--- src/design/ssd_pkg.sv ---
// Shared constants, command and status codes, and control types for the stack block.
`default_nettype none
package ssd_pkg;

    // Field widths that the interface fixes.
    localparam int VAL_W    = 31;
    localparam int CMD_W    = 3;
    localparam int STAT_W   = 2;
    localparam int DEPTH_DEF = 16;

    // Command codes.
    localparam logic [CMD_W-1:0] CMD_PUSH = 3'd0;
    localparam logic [CMD_W-1:0] CMD_PEEK = 3'd1;
    localparam logic [CMD_W-1:0] CMD_POP  = 3'd2;
    localparam logic [CMD_W-1:0] CMD_DUMP = 3'd3;
    localparam logic [CMD_W-1:0] CMD_SORT = 3'd4;

    // Result status codes.
    localparam logic [STAT_W-1:0] ST_OK       = 2'd0;
    localparam logic [STAT_W-1:0] ST_FULL     = 2'd1;
    localparam logic [STAT_W-1:0] ST_TOO_MANY = 2'd2;
    localparam logic [STAT_W-1:0] ST_ZERO     = 2'd3;

    // Control from the sequencer to the sorting array.
    typedef struct packed {
        logic clear;
        logic insert;
        logic shift;
    } t_sort_ctl;

endpackage
`default_nettype wire

--- src/design/ssd_mem.sv ---
// Stack storage: one write port and one read port with registered read data.
`default_nettype none
module ssd_mem
    import ssd_pkg::*;
#(
    parameter int DEPTH = DEPTH_DEF,
    parameter int AW    = $clog2(DEPTH)
) (
    input  wire logic             i_clk,
    input  wire logic             i_we,
    input  wire logic [AW-1:0]    i_waddr,
    input  wire logic [VAL_W-1:0] i_wdata,
    input  wire logic             i_re,
    input  wire logic [AW-1:0]    i_raddr,
    output logic      [VAL_W-1:0] o_rdata
);

    logic [VAL_W-1:0] r_mem [DEPTH];
    logic [VAL_W-1:0] r_rdata;

    // Write port.
    always_ff @(posedge i_clk) begin
        if (i_we) begin
            r_mem[i_waddr] <= i_wdata;
        end
    end

    // Read port; the data holds until the next read.
    always_ff @(posedge i_clk) begin
        if (i_re) begin
            r_rdata <= r_mem[i_raddr];
        end
    end

    assign o_rdata = r_rdata;

endmodule
`default_nettype wire

--- src/design/ssd_sort.sv ---
// Insertion sorting array that keeps its contents in descending order and shifts out.
`default_nettype none
module ssd_sort
    import ssd_pkg::*;
#(
    parameter int DEPTH = DEPTH_DEF
) (
    input  wire logic             i_clk,
    input  wire t_sort_ctl        i_ctl,
    input  wire logic [VAL_W-1:0] i_data,
    output logic      [VAL_W-1:0] o_top
);

    logic [VAL_W-1:0] r_s [DEPTH];
    logic [VAL_W-1:0] n_s [DEPTH];
    logic [DEPTH-1:0] gt;

    // Each cell compares the new value with its own entry; the result is monotone.
    always_comb begin
        for (int k = 0; k < DEPTH; k++) begin
            gt[k] = i_data > r_s[k];
        end
        for (int k = 0; k < DEPTH; k++) begin
            if (!gt[k]) begin
                n_s[k] = r_s[k];
            end else if (k == 0) begin
                n_s[k] = i_data;
            end else if (gt[(k + DEPTH - 1) % DEPTH]) begin
                n_s[k] = r_s[(k + DEPTH - 1) % DEPTH];
            end else begin
                n_s[k] = i_data;
            end
        end
    end

    // Clear, insert or shift the array toward the top cell.
    always_ff @(posedge i_clk) begin
        for (int k = 0; k < DEPTH; k++) begin
            if (i_ctl.clear) begin
                r_s[k] <= '0;
            end else if (i_ctl.insert) begin
                r_s[k] <= n_s[k];
            end else if (i_ctl.shift) begin
                r_s[k] <= (k == DEPTH - 1) ? '0 : r_s[(k + 1) % DEPTH];
            end
        end
    end

    assign o_top = r_s[0];

endmodule
`default_nettype wire

--- src/design/shift_stack_with_sorted_dump.sv ---
// Bounded stack with peek, multi-entry pop, dump and sorted dump commands.
//
// A command request enters on the s group: tuser holds the command, tdata the
// operand (value to push or count to pop). Results leave on the m group, one
// request each: tuser holds the status, tdata value, position and occupancy,
// and tlast marks the final result of a command.
// One command is worked on at a time. Push and the single-result pop cases
// (count zero or too large) load their result into the output register from
// the decode state once the output register is free. Peek, pop and dump pass
// the decode state and then, per result, an issue state for the memory read
// and a data state to load the output register; a dump gives DEPTH results.
// A sorted dump clears the insertion array in the decode state, reads the
// occupied entries into it at one per cycle and then shifts out DEPTH results
// at one per cycle while the receiver takes them.
// The output register holds a result until it is taken; the next command may
// be accepted while the final result of the previous one still waits. When
// the receiver stalls the sequencer waits with the result pending.
// Reset empties the stack at once; no clearing pass runs, since entries above
// the occupancy are never read.
`default_nettype none
module shift_stack_with_sorted_dump
    import ssd_pkg::*;
#(
    parameter int DEPTH = DEPTH_DEF,
    parameter int CW    = $clog2(DEPTH + 1),
    parameter int AW    = $clog2(DEPTH),
    parameter int IN_W  = ((VAL_W + 7) / 8) * 8,
    parameter int OUT_W = ((VAL_W + 2 * CW + 7) / 8) * 8
) (
    input  wire logic              i_clk,
    input  wire logic              i_rst_n,
    input  wire logic              i_s_tvalid,
    output logic                   o_s_tready,
    input  wire logic [IN_W-1:0]   i_s_tdata,   // operand
    input  wire logic [CMD_W-1:0]  i_s_tuser,   // cmd
    output logic                   o_m_tvalid,
    input  wire logic              i_m_tready,
    output logic      [OUT_W-1:0]  o_m_tdata,   // value, position, occupancy
    output logic      [STAT_W-1:0] o_m_tuser,   // status
    output logic                   o_m_tlast    // last
);

    typedef enum logic [2:0] {
        S_IDLE,
        S_DECODE,
        S_ISSUE,
        S_DATA,
        S_SLOAD,
        S_SEMIT
    } t_state;

    t_state            r_state;
    logic [CMD_W-1:0]  r_cmd;
    logic [VAL_W-1:0]  r_opnd;
    logic [CW-1:0]     r_cnt;
    logic [CW-1:0]     r_idx;
    logic [CW-1:0]     r_total;
    logic              r_hit;
    logic              r_ins;

    logic              r_out_vld;
    logic [STAT_W-1:0] r_status;
    logic [VAL_W-1:0]  r_value;
    logic [CW-1:0]     r_pos;
    logic [CW-1:0]     r_occ;
    logic              r_last;

    logic              out_free;
    logic              out_load;
    logic              hit;
    logic [CW-1:0]     rd_off;
    logic              pop_big;
    logic              push_ok;
    logic              mem_we;
    logic              mem_re;
    logic [AW-1:0]     mem_raddr;
    logic [VAL_W-1:0]  mem_rdata;
    logic [VAL_W-1:0]  sort_top;
    t_sort_ctl         sort_ctl;

    // Common conditions.
    assign out_free = !r_out_vld || i_m_tready;
    assign hit      = r_idx < r_cnt;
    assign rd_off   = r_cnt - r_idx - CW'(1);
    assign pop_big  = r_opnd > {{(VAL_W - CW){1'b0}}, r_cnt};
    assign push_ok  = (r_opnd != '0) && (r_cnt < CW'(DEPTH));

    // The sequencer loads a new result into the output register this cycle.
    always_comb begin
        case (r_state)
            S_DECODE: begin
                out_load = out_free && ((r_cmd == CMD_PUSH) ||
                           ((r_cmd == CMD_POP) && (pop_big || (r_opnd == '0))));
            end
            S_DATA: begin
                out_load = out_free;
            end
            S_SEMIT: begin
                out_load = out_free;
            end
            default: begin
                out_load = 1'b0;
            end
        endcase
    end

    // Memory and sorter control from the sequencer state.
    always_comb begin
        mem_we          = (r_state == S_DECODE) && (r_cmd == CMD_PUSH) && push_ok && out_free;
        mem_re          = ((r_state == S_ISSUE) || (r_state == S_SLOAD)) && hit;
        mem_raddr       = (r_state == S_SLOAD) ? r_idx[AW-1:0] : rd_off[AW-1:0];
        sort_ctl.clear  = (r_state == S_DECODE) && (r_cmd == CMD_SORT);
        sort_ctl.insert = (r_state == S_SLOAD) && r_ins;
        sort_ctl.shift  = (r_state == S_SEMIT) && out_free;
    end

    ssd_mem #(
        .DEPTH (DEPTH),
        .AW    (AW)
    ) u_mem (
        .i_clk   (i_clk),
        .i_we    (mem_we),
        .i_waddr (r_cnt[AW-1:0]),
        .i_wdata (r_opnd),
        .i_re    (mem_re),
        .i_raddr (mem_raddr),
        .o_rdata (mem_rdata)
    );

    ssd_sort #(
        .DEPTH (DEPTH)
    ) u_sort (
        .i_clk  (i_clk),
        .i_ctl  (sort_ctl),
        .i_data (mem_rdata),
        .o_top  (sort_top)
    );

    // Sequencer, stack count and output register.
    always_ff @(posedge i_clk) begin
        if (!i_rst_n) begin
            r_state   <= S_IDLE;
            r_cnt     <= '0;
            r_out_vld <= 1'b0;
            r_ins     <= 1'b0;
        end else begin
            if (i_m_tready && !out_load) begin
                r_out_vld <= 1'b0;
            end
            case (r_state)
                S_IDLE: begin
                    if (i_s_tvalid) begin
                        r_cmd   <= i_s_tuser;
                        r_opnd  <= i_s_tdata[VAL_W-1:0];
                        r_state <= S_DECODE;
                    end
                end
                S_DECODE: begin
                    r_idx <= '0;
                    case (r_cmd)
                        CMD_PUSH: begin
                            if (out_free) begin
                                r_out_vld <= 1'b1;
                                r_last    <= 1'b1;
                                if (r_opnd == '0) begin
                                    r_status <= ST_ZERO;
                                    r_value  <= '0;
                                    r_pos    <= r_cnt;
                                    r_occ    <= r_cnt;
                                end else if (!push_ok) begin
                                    r_status <= ST_FULL;
                                    r_value  <= '0;
                                    r_pos    <= r_cnt;
                                    r_occ    <= r_cnt;
                                end else begin
                                    r_status <= ST_OK;
                                    r_value  <= r_opnd;
                                    r_pos    <= r_cnt + CW'(1);
                                    r_occ    <= r_cnt + CW'(1);
                                    r_cnt    <= r_cnt + CW'(1);
                                end
                                r_state <= S_IDLE;
                            end
                        end
                        CMD_PEEK: begin
                            r_total <= CW'(1);
                            r_state <= S_ISSUE;
                        end
                        CMD_POP: begin
                            if (pop_big || (r_opnd == '0)) begin
                                if (out_free) begin
                                    r_out_vld <= 1'b1;
                                    r_last    <= 1'b1;
                                    r_status  <= pop_big ? ST_TOO_MANY : ST_OK;
                                    r_value   <= '0;
                                    r_pos     <= r_cnt;
                                    r_occ     <= r_cnt;
                                    r_state   <= S_IDLE;
                                end
                            end else begin
                                r_total <= r_opnd[CW-1:0];
                                r_state <= S_ISSUE;
                            end
                        end
                        CMD_DUMP: begin
                            r_total <= CW'(DEPTH);
                            r_state <= S_ISSUE;
                        end
                        CMD_SORT: begin
                            r_ins   <= 1'b0;
                            r_state <= S_SLOAD;
                        end
                        default: begin
                            r_state <= S_IDLE;
                        end
                    endcase
                end
                S_ISSUE: begin
                    r_hit   <= hit;
                    r_state <= S_DATA;
                end
                S_DATA: begin
                    if (out_free) begin
                        r_out_vld <= 1'b1;
                        r_status  <= ST_OK;
                        r_value   <= r_hit ? mem_rdata : '0;
                        r_last    <= (r_idx == r_total - CW'(1));
                        case (r_cmd)
                            CMD_POP: begin
                                r_pos <= r_cnt - r_idx;
                                r_occ <= r_cnt - r_total;
                            end
                            CMD_DUMP: begin
                                r_pos <= r_idx;
                                r_occ <= r_cnt;
                            end
                            default: begin
                                r_pos <= r_cnt;
                                r_occ <= r_cnt;
                            end
                        endcase
                        r_idx <= r_idx + CW'(1);
                        if (r_idx == r_total - CW'(1)) begin
                            if (r_cmd == CMD_POP) begin
                                r_cnt <= r_cnt - r_total;
                            end
                            r_state <= S_IDLE;
                        end else begin
                            r_state <= S_ISSUE;
                        end
                    end
                end
                S_SLOAD: begin
                    // One read per cycle; the data is inserted in the next cycle.
                    r_ins <= hit;
                    if (hit) begin
                        r_idx <= r_idx + CW'(1);
                    end else if (!r_ins) begin
                        r_idx   <= '0;
                        r_state <= S_SEMIT;
                    end
                end
                S_SEMIT: begin
                    if (out_free) begin
                        r_out_vld <= 1'b1;
                        r_status  <= ST_OK;
                        r_value   <= sort_top;
                        r_pos     <= r_idx;
                        r_occ     <= r_cnt;
                        r_last    <= (r_idx == CW'(DEPTH - 1));
                        r_idx     <= r_idx + CW'(1);
                        if (r_idx == CW'(DEPTH - 1)) begin
                            r_state <= S_IDLE;
                        end
                    end
                end
                default: begin
                    r_state <= S_IDLE;
                end
            endcase
        end
    end

    // Ports.
    assign o_s_tready = (r_state == S_IDLE);
    assign o_m_tvalid = r_out_vld;
    assign o_m_tuser  = r_status;
    assign o_m_tlast  = r_last;
    assign o_m_tdata  = {{(OUT_W - VAL_W - 2 * CW){1'b0}}, r_occ, r_pos, r_value};

`ifndef SYNTHESIS
    // An accepted command keeps the sequencer busy in the cycle after acceptance.
    a_busy_after_accept: assert property (@(posedge i_clk) disable iff (!i_rst_n)
        (i_s_tvalid && o_s_tready) |=> !o_s_tready)
        else $error("sequencer accepted two commands back to back");

    // The stack count changes only when a push or the last pop result commits.
    a_cnt_hold: assert property (@(posedge i_clk) disable iff (!i_rst_n)
        !((r_state == S_DECODE) || (r_state == S_DATA)) |=> $stable(r_cnt))
        else $error("stack count changed outside a commit");

    // The occupancy never exceeds the depth.
    a_cnt_bound: assert property (@(posedge i_clk) disable iff (!i_rst_n)
        (r_cnt <= CW'(DEPTH)))
        else $error("stack count beyond depth");

    // A pending result stays until the receiver takes it.
    a_out_hold: assert property (@(posedge i_clk) disable iff (!i_rst_n)
        (o_m_tvalid && !i_m_tready) |=> o_m_tvalid)
        else $error("pending result dropped");
`endif

endmodule
`default_nettype wire
--- config.mk ---
export PLATFORM = sky130hd
export DESIGN_NAME = shift_stack_with_sorted_dump
export DESIGN_NICKNAME = d
export VERILOG_FILES = /design/src/design/ssd_pkg.sv /design/src/design/ssd_mem.sv /design/src/design/ssd_sort.sv /design/src/design/shift_stack_with_sorted_dump.sv
export SDC_FILE = /design/constraint.sdc
export NUM_CORES = 2
export LEC_CHECK = 0
export BUFFER_PORTS_ARGS = -buffer_cell sky130_fd_sc_hd__buf_2
export CAP_MARGIN = 10
export CORE_ASPECT_RATIO = 0.6
export CORE_MARGIN = 8
export CORE_UTILIZATION = 40
export DETAILED_ROUTE_END_ITERATION = 16
export PLACE_DENSITY_LB_ADDON = 0.08
export REMOVE_ABC_BUFFERS = 1
export SYNTH_ARGS = -nofsm -noshare
export SYNTH_HDL_FRONTEND = slang
export SYNTH_HIERARCHICAL = 1
export SYNTH_SLANG_ARGS = --single-unit
--- constraint.sdc ---
create_clock -name i_clk -period 5.3 [get_ports i_clk]
set_input_delay 1.06 -clock i_clk [delete_from_list [all_inputs] [get_ports i_clk]]
set_output_delay 1.06 -clock i_clk [all_outputs]
set_load 0.005 [all_outputs]
Word level (Yosys, flattened, before mapping)
Memory sizes are Yosys's and may differ from the RTL's. A register that Yosys moved wholly into a read port is not among the register bits. Cells that the tools add are included.

Register bits after elaboration: 99. RAM bits: 992. Memories: 2.

Add/subtract/negate cells: 6. Order comparisons: 19. Equality and inequality tests: 28. Mux-type cells: 145. Bitwise logic cells: 32. Reductions and logical operators: 40.

Memory list: u_mem.r_mem (words 16, bits a word 31, rd ports 1, clocked after Yosys merged registers in 1, write ports 1, RTL line ssd_mem.sv:18) `logic [VAL_W-1:0] r_mem [DEPTH];`; u_sort.r_s (words 16, bits a word 31, rd ports 16, clocked after Yosys merged registers in 0, write ports 16, RTL line ssd_sort.sv:14) `logic [VAL_W-1:0] r_s [DEPTH];`.

Operators by type and width (count): $mux W31 (71); $gt A31 B31 Y1 (16); $pmux W31 S3 (1); $mux W5 (18); $pmux W31 S2 (1); $pmux W5 S3 (4); $pmux W5 S2 (4); $or A1 B1 Y1 (32); $gt A31 B5 Y1 (1); $logic_not A31 Y1 (1); $reduce_bool A31 Y1 (1); $mux W3 (8); $mux W1 (20); $ne A2 B2 Y1 const B (9); $pmux W3 S6 (1); $reduce_and A6 Y1 (3); $mux W2 (7); $eq A3 B2 Y1 const B (4); $ne A3 B3 Y1 const B (4); $pmux W3 S4 (1); $logic_and A1 B1 Y1 (11); $add A5 B1 Y5 const B (2); $pmux W1 S2 (5); $sub A5 B5 Y5 (2); 25 further kinds (43).

Logic depth before layout (Yosys ltp)
Depth in word-level cells: 13. Gate-level depth with buffers: 15. Depth with buffers taken out: 12.

Cells and area by module
Netlist, hierarchy kept.

By module, submodules not included: ssd_sort (times used 1, cells each 4025, area an instance 38431.9 µm², sequential area each 14894.3 µm²); ssd_mem (times used 1, cells each 812, area an instance 19558.8 µm², sequential area each 15825.2 µm²); shift_stack_with_sorted_dump (times used 1, cells each 566, area an instance 5721.7 µm², sequential area each 2872.8 µm²).

Worst setup path after synthesis
Ideal clock, no wire load.

Path kind: reg2reg. Start: register r_state[0]. End: memory u_sort.r_s[15][0], enable pin. Arrival time: 4.427 ns. Slack: 0.406 ns. Cell stages (with the launch flop): 11. Path buffers: 3. Clock period less this slack: 4.894 ns. Path through: dfxtp_1 -> clkbuf_1 -> and2b_2 -> nor2b_1 -> and3_1 -> nand2b_1 -> clkbuf_1 -> clkbuf_1 -> nor3_1 -> and3_1 -> a211oi_1.

RTL lines: start, declared (RTL line shift_stack_with_sorted_dump.sv:52) `t_state r_state;`; start signal, assigned (RTL line shift_stack_with_sorted_dump.sv:142) `r_state <= S_IDLE;`; start signal, assigned (RTL line shift_stack_with_sorted_dump.sv:155) `r_state <= S_DECODE;`; start signal, assigned (RTL line shift_stack_with_sorted_dump.sv:182) `r_state <= S_IDLE;`; end, declared (RTL line ssd_sort.sv:14).

==> results by group <==
Yosys
  • Synth top area cells: edfxtp_1 (52%), ha_1 (10%), nand2_1 (4.5%)
  • Synth top area share: 52.4%
  • Synth Cell Area: 63700 um^2
  • Synth warnings: 6
  • Ys flop type: edfxtp_1
  • Post-synth EDFFs: 1112
  • Synth async-reset ratio: 0%
  • Synth area leader: edfxtp_1
  • Mapped Avg Cell Area: 11.8 um^2
  • Syn Inst Count: about 5400
  • Seq/Total Area, Yosys: 52.7%
  • Count of unique library cells instantiated by Yosys: 89
  • Post-synthesis register bit count: between 1000 and 1500

Timing
  • Crit path time final: roughly 4400 ps
  • Slew HR: 10.7%
  • Worst Skew: 77.4 ps
  • Fmax: 226 MHz
  • Worst Slack Setup Final: around 870 ps
  • Slew Viols, Final: 0
  • Tightest Pin Transition: around 1300 ps
  • Final number of hold-violating endpoints: 0
  • Final setup violating endpoints: 0
  • Setup_tns: 0 ps
  • Hold WS: 443 ps
  • Final worst-path cycle share: between 80 and 90%
  • RSZ-0062 raised after global routing: no

Hold path
  • WHS Path Cells: 1
  • Worst hold-check path type: input pin to flop

Pwr
  • Pwr Density: 276 nW/um^2
  • Pwr Total: 19.6 mW
  • Lkg Pwr: 25.6 nW
  • Maximum VDD drop: just under 0.0003 V

Route
  • Routed len/inst: 29.8 um
  • Starting DRT DRC Count: 5578
  • First-pass DRT Iterations: 6
  • Final ANT Viol Nets: 0
  • Via/cell ratio: between 6 and 7
  • DRC viols: 0
  • WL final: ~230000 um
  • DR vias: 47100

Global route
  • First-pass GRT wire length: 325000 um
  • Gr usage total: 25.6%
  • Number of global-route vias before repair: between 40000 and 50000
  • Largest net degree at the start of global routing: 135
  • Total grt overflow: 0
  • Initial antenna violation count: 20

Clocking
  • Cts hold-fix bufs: 0
  • CTS tree: done
  • Clock sink total: between 1000 and 1500
  • Clock Path Buffers: 3
  • CTS Buf Count: 111
  • Clock slew seen by the registers of the worst setup and hold paths: approximately 70 ps
  • Post-CTS setup buffers: 0
  • Number of H-tree levels: 3
  • Worst-skew pair later-pin latency: approximately 790 ps
  • CTS resizes: 0
  • Root buf cell: clkbuf_16

Finish
  • FF/Latch Area: 33600 um^2
  • Nets@finish: 6017
  • Multi-input gate area: 26700 um^2
  • Most frequent cells in the layout: edfxtp_1 (1112), nand2_1 (770), ha_1 (515)
  • Area Growth Syn to Fin: 11.4%
  • Final Non-Filler Cells: a little under 8000
  • Commonest non-fill, non-tap cell in the layout: edfxtp_1
  • Fillers: between 10000 and 15000
  • Share of layout cells above drive strength 1: approximately 15%

Status
  • Status: complete, no violations

Floorplan
  • Core footprint: approximately 160000 um^2
  • IO Pins: 92
  • Die Span Y: 325 um
  • Initial Utilization: 40.3%
  • Die width: 531 um
  • Cell row count: between 100 and 150
  • Die area: 173000 um^2

Flow run
  • Max-Cap Viols: 0

Placed design
  • Buffers on Ports: 83
  • GPL Wtd Cong: 0.917
  • Worst slack, placed: 1110 ps
  • HPWL Detailed: 161000 um
  • Placed cells: 7474

Setup path
  • Worst Setup Start Kind: flop
  • Data required, critical path: 5800 ps
  • Worst Path Arrival: 4930 ps
  • WS Path Type: flop to flop
  • Crit. End Element: flop
  • Crit Path Max Fanout: 61
  • FF-to-FF path depth: 10
## critical path: stages (launching register included)
cell and delay [ps]:
edfxtp_1 790, buf_4 420, ha_1 300, nand4_1 250, inv_1 90, a221oi_1 790, nand4_1 320, o211ai_4 200
buf_4 580, mux2i_1 240, o21ai_0 90
## where the power goes
part | switching (mW) | internal [mW] | leakage (nW)
Clock | 3.74 | 4.43 | 1.75
Combinational | 0.891 | 0.531 | 13.5
Sequential | 0.140 | 9.85 | 10.4
## final timing paths
path	start	end	slack [ps]
setup / recovery	u_mem/o_rdata[22]$_DFFE_PP_	u_sort/r_s[1][0]$_DFFE_PP_	870
hold / removal	i_s_tdata[16]	r_opnd[16]$_DFFE_PP_	440
setup reg to reg	u_mem/o_rdata[22]$_DFFE_PP_	u_sort/r_s[1][0]$_DFFE_PP_	870
hold reg to reg	u_sort/r_s[3][5]$_DFFE_PP_	u_sort/r_s[2][5]$_DFFE_PP_	540
## through the flow
stage	util [%]	cell area [um^2]
floorplan	-	61900
global placement	42.5	67300
detailed placement	42.5	67300
CTS	44.8	71000
global route	44.9	71000
finish	44.9	71000
## layout make-up
class,count,area share [%]
Timing Repair Buffer,292,3.39
Clock inverter,72,1.09
Multi-Input combinational cell,3419,37.7
Tap cell,2127,3.75
Clock buffer,134,4.05
Inverter,515,2.72
Antenna cell,6,0.0211
Sequential cell,1122,47.3
## sequential cells by signal, indices dropped and copies added (netlist names)
register and count:
r_occ 5, r_idx 5, r_value 31, r_total 5, r_cmd 3, r_cnt 5, u_mem/r_mem 496, u_sort/r_s 496
o_m_tvalid 1, o_m_tlast 1, r_opnd 31, r_ins 1, u_mem/o_rdata 31, r_state 3, r_hit 1, o_m_tuser 2
r_pos 5
## metal layers
layer | GRT usage, % | share of wire [%] | up-vias
met2 | 31.8 | 37 | 2240
met5 | 0 | 0.018 | -
met4 | 4.96 | 2.0 | 8
met3 | 8.86 | 12 | 221
li1 | - | - | 20800
met1 | 41.7 | 49 | 23900
## synth_stat cells (110+ instances only)
cell	number
nand3_1	463
o21ai_0	110
o211ai_1	136
ha_1	515
inv_1	514
nor2_1	116
a21oi_1	199
o311ai_2	145
edfxtp_1	1112
a22oi_1	129
mux4_2	124
nand2_1	770
clkbuf_1	183
## kinds of logic (layout without fill, tap and decap cells)
family,after synthesis,in the layout,share of synthesized area (%)
AOI/OAI and AO/OA,1078,1078,13.9
xor gates and xnor gates,19,19,0.261
adders and majority gates,517,517,10.2
buffers and inverters,868,1013,5.92
DFF,1122,1122,52.7
muxes,168,168,5.08
other,1,13,0.00589
and+or+nand+nor,1630,1630,11.9
(Power assumes the default switching activity.)
